==> config.mk <==
export PLATFORM = sky130hd
export DESIGN_NAME = winograd_input_tile_transform
export DESIGN_NICKNAME = d
export VERILOG_FILES = /design/src/hdl/wtt_pkg.sv /design/src/hdl/winograd_input_tile_transform.sv /design/src/hdl/wtt_ram.sv /design/src/hdl/wtt_front.sv /design/src/hdl/wtt_queue.sv /design/src/hdl/wtt_back.sv
export SDC_FILE = /design/constraint.sdc
export NUM_CORES = 2
export LEC_CHECK = 0
export ABC_AREA = 1
export BUFFER_PORTS_ARGS = -buffer_cell sky130_fd_sc_hd__buf_2
export CAP_MARGIN = 20
export CORE_AREA = 2 2 686 688
export CTS_BUF_LIST = sky130_fd_sc_hd__clkbuf_8 sky130_fd_sc_hd__clkbuf_16
export DETAILED_ROUTE_END_ITERATION = 7
export DIE_AREA = 0 0 688 690
export PLACE_DENSITY = 0.48
export SLEW_MARGIN = 20
export SYNTH_ARGS = -nofsm -noshare
export SYNTH_HDL_FRONTEND = slang
export SYNTH_SLANG_ARGS = --single-unit
export TNS_END_PERCENT = 100
==> constraint.sdc <==
create_clock -name i_clk -period 18.4 [get_ports i_clk]
set_input_delay 2.76 -clock i_clk [delete_from_list [all_inputs] [get_ports i_clk]]
set_output_delay 2.76 -clock i_clk [all_outputs]
set_load 0.01 [all_outputs]
==> src/hdl/wtt_pkg.sv <==
// Shared types, constants, the tile detection function and the coefficient function of the Winograd input transform.
`timescale 1ns / 1ps

package wtt_pkg;

    // Default plane side and supported range (4..16).
    localparam int PLANE_SIDE_DEF = 15;

    // Configuration map.
    localparam int             APB_ADDR_W          = 3;
    localparam logic [0:0]     REG_CHANNEL_COUNT   = 1'b0;
    localparam logic [8:0]     CHANNEL_COUNT_RESET = 9'd1;

    // Depth of the job queue between front and back.
    localparam int QUEUE_DEPTH = 4;

    localparam int SAMPLE_W = 16;
    localparam int COEFF_W  = 19;
    localparam int TILE_W   = 4;    // tile row or column number, up to 16 tiles per row
    localparam int OUT_TDATA_W = 40;

    // 4x4 block of samples, [row][column].
    typedef logic [3:0][3:0][SAMPLE_W-1:0] t_tile;

    // Tiles finished along one axis by a pixel.
    typedef struct packed {
        logic              hit;
        logic [TILE_W-1:0] first;   // first tile number along this axis
        logic              two;     // a second tile (first + 1) finishes too
        logic [1:0]        shift;   // window offset of the first tile origin
    } t_axis;

    // One queue entry: a window of four rows by four columns ending at the pixel.
    typedef struct packed {
        logic [7:0] plane;
        t_axis      ya;
        t_axis      xa;
        t_tile      win;
    } t_job;

    // Which tiles a row or column coordinate closes.
    function automatic t_axis axis_match(input logic [4:0] p, input logic [5:0] side);
        t_axis      a;
        logic [5:0] last;
        logic [4:0] half;
        last = side - 6'd1;
        half = p - 5'd2;
        a    = '0;
        if (!p[0] && p >= 5'd2) begin
            a.hit   = 1'b1;
            a.first = TILE_W'(half >> 1);
            a.two   = ({1'b0, p} == last);
            a.shift = 2'd0;
        end else if ({1'b0, p} == last) begin
            a.hit   = 1'b1;
            a.first = TILE_W'((side >> 1) - 6'd1);
            a.two   = 1'b0;
            a.shift = 2'd1;
        end
        return a;
    endfunction

    // One coefficient of B^T x B, idx = row * 4 + column.
    function automatic logic signed [COEFF_W-1:0] wino_coeff(input t_tile x,
                                                             input logic [3:0] idx);
        logic signed [COEFF_W-2:0] a [4];
        logic signed [COEFF_W-2:0] s0, s1, s2, s3;
        logic signed [COEFF_W-1:0] v;
        for (int j = 0; j < 4; j++) begin
            s0 = (COEFF_W-1)'(signed'(x[0][j]));
            s1 = (COEFF_W-1)'(signed'(x[1][j]));
            s2 = (COEFF_W-1)'(signed'(x[2][j]));
            s3 = (COEFF_W-1)'(signed'(x[3][j]));
            case (idx[3:2])
                2'd0:    a[j] = s0 - s2;
                2'd1:    a[j] = s1 + s2;
                2'd2:    a[j] = s2 - s1;
                default: a[j] = s1 - s3;
            endcase
        end
        case (idx[1:0])
            2'd0:    v = COEFF_W'(a[0]) - COEFF_W'(a[2]);
            2'd1:    v = COEFF_W'(a[1]) + COEFF_W'(a[2]);
            2'd2:    v = COEFF_W'(a[2]) - COEFF_W'(a[1]);
            default: v = COEFF_W'(a[1]) - COEFF_W'(a[3]);
        endcase
        return v;
    endfunction

endpackage

==> src/hdl/winograd_input_tile_transform.sv <==
// Top level of the streaming Winograd F(2x2,3x3) input tile transform.
`timescale 1ns / 1ps

// Path: a pixel passes the front stage register, the job queue and the output register.
// Throughput: one pixel word per cycle in while the job queue has room; one coefficient
//   word per cycle out while i_m_tready is high, 16 per tile, so sustained pixel intake is
//   set by the single coefficient datapath in the back end.
// Reset (synchronous, active low): position, plane count, queue and output cleared,
//   channel_count to 1; the line store is not cleared and needs no clearing pass.
module winograd_input_tile_transform import wtt_pkg::*; #(
    parameter int PLANE_SIDE = PLANE_SIDE_DEF
) (
    input  logic                   i_clk,
    input  logic                   i_rst_n,
    // Pixel input stream
    input  logic                   i_s_tvalid,
    output logic                   o_s_tready,
    input  logic [SAMPLE_W-1:0]    i_s_tdata,   // [15:0] pixel_value
    // Coefficient output stream
    output logic                   o_m_tvalid,
    input  logic                   i_m_tready,
    // [7:0] plane_index, [13:8] tile_index, [17:14] coeff_index,
    // [36:18] coeff_value, [39:37] zero
    output logic [OUT_TDATA_W-1:0] o_m_tdata,
    output logic                   o_m_tlast,   // last_of_run
    // Configuration port
    input  logic                   psel,
    input  logic                   penable,
    input  logic                   pwrite,
    input  logic [APB_ADDR_W-1:0]  paddr,
    input  logic [31:0]            pwdata,
    output logic [31:0]            prdata,
    output logic                   pready
);

    logic [8:0] r_channel_count;
    logic       w_cfg_write;

    // Queue handshake between front and back.
    logic       w_push, w_pop, w_q_valid, w_room;
    t_job       w_front_job, w_q_job;

    // Register 0 is channel_count; higher word addresses read as zero and drop writes.
    assign pready      = 1'b1;
    assign w_cfg_write = psel && penable && pwrite && pready;

    always_ff @(posedge i_clk) begin
        if (!i_rst_n) begin
            r_channel_count <= CHANNEL_COUNT_RESET;
        end else if (w_cfg_write && paddr[2] == REG_CHANNEL_COUNT) begin
            r_channel_count <= pwdata[8:0];
        end
    end

    always_comb begin
        prdata = '0;
        if (paddr[2] == REG_CHANNEL_COUNT) begin
            prdata = {23'd0, r_channel_count};
        end
    end

    // Front: store the pixel, build the 4x4 window, hand finished windows to the queue.
    wtt_front #(.PLANE_SIDE(PLANE_SIDE)) u_front (
        .i_clk           (i_clk),
        .i_rst_n         (i_rst_n),
        .i_valid         (i_s_tvalid),
        .i_pixel         (i_s_tdata),
        .o_ready         (o_s_tready),
        .i_room          (w_room),
        .i_channel_count (r_channel_count),
        .o_push          (w_push),
        .o_job           (w_front_job)
    );

    // Decouple pixel intake from coefficient output.
    wtt_queue u_queue (
        .i_clk   (i_clk),
        .i_rst_n (i_rst_n),
        .i_push  (w_push),
        .i_job   (w_front_job),
        .i_pop   (w_pop),
        .o_valid (w_q_valid),
        .o_job   (w_q_job),
        .o_room  (w_room)
    );

    // Back: expand each job into its tiles and coefficients.
    wtt_back #(.PLANE_SIDE(PLANE_SIDE)) u_back (
        .i_clk    (i_clk),
        .i_rst_n  (i_rst_n),
        .i_valid  (w_q_valid),
        .i_job    (w_q_job),
        .o_pop    (w_pop),
        .o_tvalid (o_m_tvalid),
        .i_tready (i_m_tready),
        .o_tdata  (o_m_tdata),
        .o_tlast  (o_m_tlast)
    );

endmodule

==> src/hdl/wtt_ram.sv <==
// Generic single-write, single-read RAM with registered read data.
`timescale 1ns / 1ps

module wtt_ram #(
    parameter int WIDTH = 16,
    parameter int DEPTH = 16
) (
    input  logic                                     i_clk,
    input  logic                                     i_we,
    input  logic [(DEPTH > 1 ? $clog2(DEPTH) : 1)-1:0] i_waddr,
    input  logic [WIDTH-1:0]                         i_wdata,
    input  logic [(DEPTH > 1 ? $clog2(DEPTH) : 1)-1:0] i_raddr,
    output logic [WIDTH-1:0]                         o_rdata
);

    logic [WIDTH-1:0] r_mem [DEPTH];
    logic [WIDTH-1:0] r_rdata;

    always_ff @(posedge i_clk) begin
        if (i_we) begin
            r_mem[i_waddr] <= i_wdata;
        end
        r_rdata <= r_mem[i_raddr];
    end

    assign o_rdata = r_rdata;

endmodule

==> src/hdl/wtt_front.sv <==
// Front end: line store, raster position, 4x4 sample window and tile detection.
`timescale 1ns / 1ps

module wtt_front import wtt_pkg::*; #(
    parameter int PLANE_SIDE = PLANE_SIDE_DEF
) (
    input  logic                i_clk,
    input  logic                i_rst_n,
    input  logic                i_valid,
    input  logic [SAMPLE_W-1:0] i_pixel,
    output logic                o_ready,
    input  logic                i_room,
    input  logic [8:0]          i_channel_count,
    output logic                o_push,
    output t_job                o_job
);

    localparam int         AW   = $clog2(PLANE_SIDE);
    localparam logic [4:0] LAST = 5'(PLANE_SIDE - 1);
    localparam logic [5:0] SIDE = 6'(PLANE_SIDE);

    logic                r_s1_valid;
    logic [4:0]          r_row, r_col, n_row, n_col;
    logic [7:0]          r_plane, n_plane;
    logic [4:0]          r_s1_row, r_s1_col;
    logic [7:0]          r_s1_plane;
    logic [SAMPLE_W-1:0] r_s1_pixel;
    t_tile               r_win, w_win_next, w_win_mask;
    logic [3:0][SAMPLE_W-1:0] w_bank_q, w_col;
    logic [8:0]          w_next9;
    logic                w_accept;
    logic [AW-1:0]       w_addr;
    t_axis               w_ya, w_xa;

    assign o_ready  = i_room;
    assign w_accept = i_valid && i_room;
    assign w_addr   = r_col[AW-1:0];

    // Four row banks; the bank of row r holds row r, r-4, ...
    for (genvar b = 0; b < 4; b++) begin : g_bank
        wtt_ram #(.WIDTH(SAMPLE_W), .DEPTH(PLANE_SIDE)) u_bank (
            .i_clk   (i_clk),
            .i_we    (w_accept && (r_row[1:0] == 2'(b))),
            .i_waddr (w_addr),
            .i_wdata (i_pixel),
            .i_raddr (w_addr),
            .o_rdata (w_bank_q[b])
        );
    end

    // Raster position and plane counter.
    always_comb begin
        n_col   = r_col + 5'd1;
        n_row   = r_row;
        n_plane = r_plane;
        w_next9 = {1'b0, r_plane} + 9'd1;
        if (r_col == LAST) begin
            n_col = '0;
            n_row = r_row + 5'd1;
            if (r_row == LAST) begin
                n_row   = '0;
                n_plane = (w_next9 >= i_channel_count || w_next9[8]) ? '0 : w_next9[7:0];
            end
        end
    end

    always_ff @(posedge i_clk) begin
        if (!i_rst_n) begin
            r_row      <= '0;
            r_col      <= '0;
            r_plane    <= '0;
            r_s1_valid <= 1'b0;
        end else begin
            r_s1_valid <= w_accept;
            if (w_accept) begin
                r_row   <= n_row;
                r_col   <= n_col;
                r_plane <= n_plane;
            end
        end
    end

    always_ff @(posedge i_clk) begin
        if (w_accept) begin
            r_s1_row   <= r_row;
            r_s1_col   <= r_col;
            r_s1_plane <= r_plane;
            r_s1_pixel <= i_pixel;
        end
        if (r_s1_valid) begin
            r_win <= w_win_next;
        end
    end

    // Column of rows r-3..r at the current column, then shift it into the window.
    always_comb begin
        for (int k = 0; k < 3; k++) begin
            w_col[k] = w_bank_q[2'(r_s1_row[1:0] + 2'(k + 1))];
        end
        w_col[3] = r_s1_pixel;
        for (int k = 0; k < 4; k++) begin
            for (int j = 0; j < 4; j++) begin
                w_win_next[k][j] = (j < 3) ? r_win[k][(j + 1) % 4] : w_col[k];
            end
        end
        // Zero window rows and columns that lie above or left of the plane.
        for (int k = 0; k < 4; k++) begin
            for (int j = 0; j < 4; j++) begin
                if (({1'b0, r_s1_row} + 6'(k)) >= 6'd3 &&
                    ({1'b0, r_s1_col} + 6'(j)) >= 6'd3) begin
                    w_win_mask[k][j] = w_win_next[k][j];
                end else begin
                    w_win_mask[k][j] = '0;
                end
            end
        end
    end

    assign w_ya = axis_match(r_s1_row, SIDE);
    assign w_xa = axis_match(r_s1_col, SIDE);

    assign o_push = r_s1_valid && w_ya.hit && w_xa.hit;

    always_comb begin
        o_job.plane = r_s1_plane;
        o_job.ya    = w_ya;
        o_job.xa    = w_xa;
        o_job.win   = w_win_mask;
    end

endmodule

==> src/hdl/wtt_queue.sv <==
// Short job queue between the front end and the coefficient back end.
`timescale 1ns / 1ps

module wtt_queue import wtt_pkg::*; (
    input  logic i_clk,
    input  logic i_rst_n,
    input  logic i_push,
    input  t_job i_job,
    input  logic i_pop,
    output logic o_valid,
    output t_job o_job,
    output logic o_room
);

    localparam int PW = $clog2(QUEUE_DEPTH);

    t_job          r_mem [QUEUE_DEPTH];
    logic [PW-1:0] r_wr, r_rd;
    logic [PW:0]   r_count;

    always_ff @(posedge i_clk) begin
        if (!i_rst_n) begin
            r_wr    <= '0;
            r_rd    <= '0;
            r_count <= '0;
        end else begin
            if (i_push) begin
                r_wr <= r_wr + PW'(1);
            end
            if (i_pop) begin
                r_rd <= r_rd + PW'(1);
            end
            r_count <= r_count + (PW+1)'(i_push) - (PW+1)'(i_pop);
        end
    end

    always_ff @(posedge i_clk) begin
        if (i_push) begin
            r_mem[r_wr] <= i_job;
        end
    end

    assign o_valid = (r_count != '0);
    assign o_job   = r_mem[r_rd];
    // Leave one slot for the job already inside the front pipeline.
    assign o_room  = (r_count <= (PW+1)'(QUEUE_DEPTH - 2));

endmodule

==> src/hdl/wtt_back.sv <==
// Back end: walk a job's tiles, one coefficient word per cycle unless stalled.
`timescale 1ns / 1ps

module wtt_back import wtt_pkg::*; #(
    parameter int PLANE_SIDE = PLANE_SIDE_DEF
) (
    input  logic                   i_clk,
    input  logic                   i_rst_n,
    input  logic                   i_valid,
    input  t_job                   i_job,
    output logic                   o_pop,
    output logic                   o_tvalid,
    input  logic                   i_tready,
    output logic [OUT_TDATA_W-1:0] o_tdata,
    output logic                   o_tlast
);

    localparam int TPR = (PLANE_SIDE + 1) / 2;

    logic                      r_sub_y, r_sub_x;
    logic [3:0]                r_coef;
    logic                      r_out_valid;
    logic [7:0]                r_out_plane;
    logic [5:0]                r_out_tile;
    logic [3:0]                r_out_coef;
    logic signed [COEFF_W-1:0] r_out_value;
    logic                      r_out_last;

    logic                      w_adv, w_step, w_ydone, w_xdone, w_tile_end, w_last;
    logic [1:0]                w_dy, w_dx;
    logic [TILE_W-1:0]         w_ty, w_tx;
    logic [9:0]                w_tile_idx;
    t_tile                     w_x;
    logic [2:0]                w_ri, w_ci;
    logic signed [COEFF_W-1:0] w_value;

    assign w_adv      = !r_out_valid || i_tready;
    assign w_step     = i_valid && w_adv;
    assign w_ydone    = !i_job.ya.two || r_sub_y;
    assign w_xdone    = !i_job.xa.two || r_sub_x;
    assign w_tile_end = (r_coef == 4'd15);
    assign w_last     = w_tile_end && w_xdone && w_ydone;
    assign o_pop      = w_step && w_last;

    // Second tile along an axis always sits two samples further into the window.
    assign w_dy = r_sub_y ? 2'd2 : i_job.ya.shift;
    assign w_dx = r_sub_x ? 2'd2 : i_job.xa.shift;
    assign w_ty = i_job.ya.first + TILE_W'(r_sub_y);
    assign w_tx = i_job.xa.first + TILE_W'(r_sub_x);
    assign w_tile_idx = 10'(w_ty) * 10'(TPR) + 10'(w_tx);

    always_comb begin
        for (int i = 0; i < 4; i++) begin
            for (int j = 0; j < 4; j++) begin
                w_ri = 3'(i) + {1'b0, w_dy};
                w_ci = 3'(j) + {1'b0, w_dx};
                if (w_ri <= 3'd3 && w_ci <= 3'd3) begin
                    w_x[i][j] = i_job.win[w_ri[1:0]][w_ci[1:0]];
                end else begin
                    w_x[i][j] = '0;
                end
            end
        end
    end

    assign w_value = wino_coeff(w_x, r_coef);

    always_ff @(posedge i_clk) begin
        if (!i_rst_n) begin
            r_sub_y     <= 1'b0;
            r_sub_x     <= 1'b0;
            r_coef      <= '0;
            r_out_valid <= 1'b0;
        end else begin
            if (w_adv) begin
                r_out_valid <= i_valid;
            end
            if (w_step) begin
                r_coef <= r_coef + 4'd1;
                if (w_tile_end) begin
                    if (w_xdone) begin
                        r_sub_x <= 1'b0;
                        r_sub_y <= w_ydone ? 1'b0 : 1'b1;
                    end else begin
                        r_sub_x <= 1'b1;
                    end
                end
            end
        end
    end

    always_ff @(posedge i_clk) begin
        if (w_step) begin
            r_out_plane <= i_job.plane;
            r_out_tile  <= w_tile_idx[5:0];
            r_out_coef  <= r_coef;
            r_out_value <= w_value;
            r_out_last  <= w_last;
        end
    end

    assign o_tvalid = r_out_valid;
    assign o_tdata  = {3'b000, r_out_value, r_out_coef, r_out_tile, r_out_plane};
    assign o_tlast  = r_out_last;

endmodule
==> results.md <==
- Number of global-route vias before repair: 77924
- Setup ws final: 7.71 ns
- Peak per-stage delay on the critical path: 0.82 ns
- Num CTS Buffers: 279
- Synthesized cell area: 117000 sq um
- Slowest-stage cell, CP: dfxtp_4
- Run status: finished, final reports clean
- Antenna-violating nets left: 0
- # H-tree levels: 5
- Hold Buf Count CTS: 0
- CTS tree: built
- Chip Width: 688 um
- Worst path required time: 19.03 ns
- Fin nets: 11767
- Max Slew Vio Count: 0
- Initial Util: 25.0%
- Peak Freq: 93.6 MHz
- Drt first pass iters: 6
- Clock buffer depth: 4
- Routed len/inst: 22.2 um
- Core ar.: 467000 sq um
- TNS Setup: 0 ns
- Syn Inst Count: 11438
- Final hold viol count: 0
- Sequential Power Share: 47.5%
- Final min period: 10.69 ns
- Total Routing Usage GR: 16.1%
- Final wirelength: 396000 um
- Clock power share: 40.7%
- Crit-path max FO: 142
- Insertion delay to the later sink of the worst-skew pair: 0.92 ns
- Dpl ws: 7.91 ns
- DR iter-0 viols: 8064
- Yosys cell types: 71
- Setup-failing EPs final: 0
- Overflow left after global routing: 0
- Largest net degree at the start of global routing: 150
- Initial antenna violation count: 17
- Worst-path clk slew: 0.08 ns
- Row count: 251
- Top FF cell, synth: edfxtp_1
- #FFs+latches synth: 2432
- P_int: 9800 uW
- Via Count: 83863
- Port Buffers: 81
- Area delta synth->final: 13.7%
- DP Wirelength: 266000 um
- Rel. slew slack: 17.9%
- Num Clock Sinks: 2432
- Sequential element share of the synthesized area: 61.8%
- Switching part of the total: 26.1%
- Average size of a mapped cell: 10.2 sq um
- Routability cong.: 0.970
- Post-CTS sizing: 0
- RSZ-0062 raised after global routing: false
- Leakage: 0.0495 uW
- Setup repair bufs after CTS: 0
- Remaining DRCs: 0
- Die H: 690 um
- Vias per inst: 4.71
- Ys async rst share: 0%
- Worst EP arrival: 11.32 ns
- Crit path launch type: flip-flop
- Maximum vdd drop: 0.0639 mV
- Die ar.: 475000 sq um
- Global-route wire length before repair: 567000 um
- Num ports: 134
- Worst-case clock skew: 0.0478 ns
- Setup CP Type: reg2reg
- EDFF count, synth: 2324
- Combinational share of power: 11.8%
- Max cap viols: 0
- Worst hold path class: reg2reg
- Clock Tree Root: clkbuf_16
- Least-Margin Pin Slew: 1.22 ns
- Fin crit share: 58.1%
- Synth Warn #: 0
- Power Density: 100 nW/um^2
- Layout cells sized above 1: 7.06%
- Net switching power: 3450 uW
- Worst setup EP type: flip-flop
- Most used cell, CP: nand2_1
==> Yosys cell counts, types with 7 or more instances <==
| library cell | count | area [sq um] |
|---|---|---|
| edfxtp_1 | 2324 | 69800 |
| nand2_1 | 2145 | 8050 |
| nor2_1 | 1497 | 5620 |
| o21ai_0 | 1184 | 5930 |
| inv_1 | 971 | 3640 |
| a21oi_1 | 510 | 2550 |
| nand3_1 | 445 | 2230 |
| clkbuf_1 | 338 | 1270 |
| ha_1 | 299 | 3740 |
| o22ai_1 | 294 | 1840 |
| o211ai_1 | 163 | 1220 |
| buf_2 | 129 | 646 |
| xor2_1 | 118 | 1030 |
| dfxtp_1 | 108 | 2160 |
| nand4_1 | 106 | 663 |
| buf_1 | 74 | 278 |
| or2_2 | 73 | 457 |
| buf_4 | 65 | 488 |
| a22oi_1 | 63 | 473 |
| o221ai_1 | 60 | 526 |
| a31oi_1 | 56 | 350 |
| xnor2_1 | 40 | 350 |
| nor3_1 | 39 | 195 |
| buf_6 | 37 | 417 |
| o21bai_1 | 32 | 240 |
| a32o_1 | 27 | 270 |
| a221oi_1 | 25 | 219 |
| o21a_1 | 20 | 150 |
| fa_1 | 16 | 320 |
| o31ai_1 | 16 | 120 |
| o21ai_1 | 12 | 60.1 |
| a211oi_1 | 11 | 82.6 |
| a21o_1 | 9 | 67.6 |
| nand2_2 | 8 | 50.1 |
| o32ai_1 | 8 | 70.1 |
| a32oi_1 | 7 | 61.3 |
| and2_1 | 7 | 43.8 |
| clkinv_1 | 7 | 26.3 |
| o2111ai_1 | 7 | 61.3 |
==> cells in the final DEF, fill, tap and decap left out, drive strengths merged, types with 63 or more instances in the layout <==
cell type,n
edfxtp,2324
nand2,2153
nor2,1502
o21ai,1200
inv,1066
a21oi,511
nand3,447
ha,299
clkbuf,295
o22ai,294
buf,289
o211ai,163
xor2,118
dfxtp,108
nand4,106
clkinv,89
or2,74
a22oi,63
==> cells by family after synthesis <==
family | after synthesis | share of synthesized area [%]
AOI/OAI and AO/OA | 2545 | 12.6
DFF | 2432 | 61.8
adders and majority gates | 315 | 3.49
xor gates and xnor gates | 158 | 1.19
other | 2 | 0.00645
muxes | 6 | 0.0516
buffers and inverters | 1627 | 5.83
and+or+nand+nor | 4353 | 15.1
==> flip-flops by register name, indices dropped and copies added, names as in the netlist, 6 cells and up, named ones only <==
signal	flops
u_front.r_s1_plane	8
u_front.g_bank.u_bank.r_mem	960
u_back.r_out_tile	6
u_queue.r_mem	1100
r_channel_count	9
u_back.r_out_plane	8
u_back.r_out_value	19
u_front.r_win	192
u_front.g_bank.u_bank.o_rdata	64
u_front.r_s1_pixel	16
u_front.r_plane	8
==> worst max-delay path, delay by kind of cell (launching register included) <==
family / cells / cell delay [ns]
compound gates: 13 / 4.30
buf+inv: 8 / 2.39
simple gates: 19 / 1.66
flops: 1 / 0.82
fa+ha+maj: 2 / 0.66
xor+xnor: 2 / 0.27
==> area by class of cell <==
cell class | instances | area, sq um
multi-input combinational | 7408 | 38000
inverter | 984 | 3740
antenna | 8 | 20.0
clock buffer | 295 | 7220
tap | 6198 | 7750
fill | 48826 | 334000
clock inverter | 199 | 1590
sequential | 2432 | 72000
timing repair buffer | 289 | 2130
==> per-stage QoR <==
stage	instance area, sq um	util [%]	power [uW]	instances	hold slack [ns]
3_5_place_dp	124000	26.5	7970	17311	0.426
3_3_place_gp	124000	26.5	7970	17310	0.419
4_1_cts	132000	28.4	13400	17805	0.429
5_1_grt	132000	28.4	13800	17806	0.450
2_1_floorplan	117000	-	7360	11467	0.406
6_report	132000	28.4	13300	17813	0.423
==> path summary, 6_finish.rpt <==
path | end | slack (ns) | startpoint | cells after the start
min reg2reg | u_front.r_win[165] | 0.42 | u_front.r_win[181] | 0
min | u_front.r_win[165] | 0.42 | u_front.r_win[181] | 0
max reg2reg | u_back.r_out_value[18] | 7.71 | flip-flop | 44
max | u_back.r_out_value[18] | 7.71 | flip-flop | 44
==> power by group through the flow <==
stage	logic, uW	registers [uW]	clock network (uW)
floorplan	976	6380	0
global placement	1560	6410	0
detailed placement	1560	6410	0
CTS	1560	6300	5530
global route	1740	6300	5740
finish	1560	6300	5400
==> metal layers <==
layer,wire (um),global-route usage (%)
met1,181000,22.7
met2,179000,25.6
met3,21800,2.00
met4,13500,5.26
met5,21,0
No activity file was read; power rests on OpenSTA's default activity.
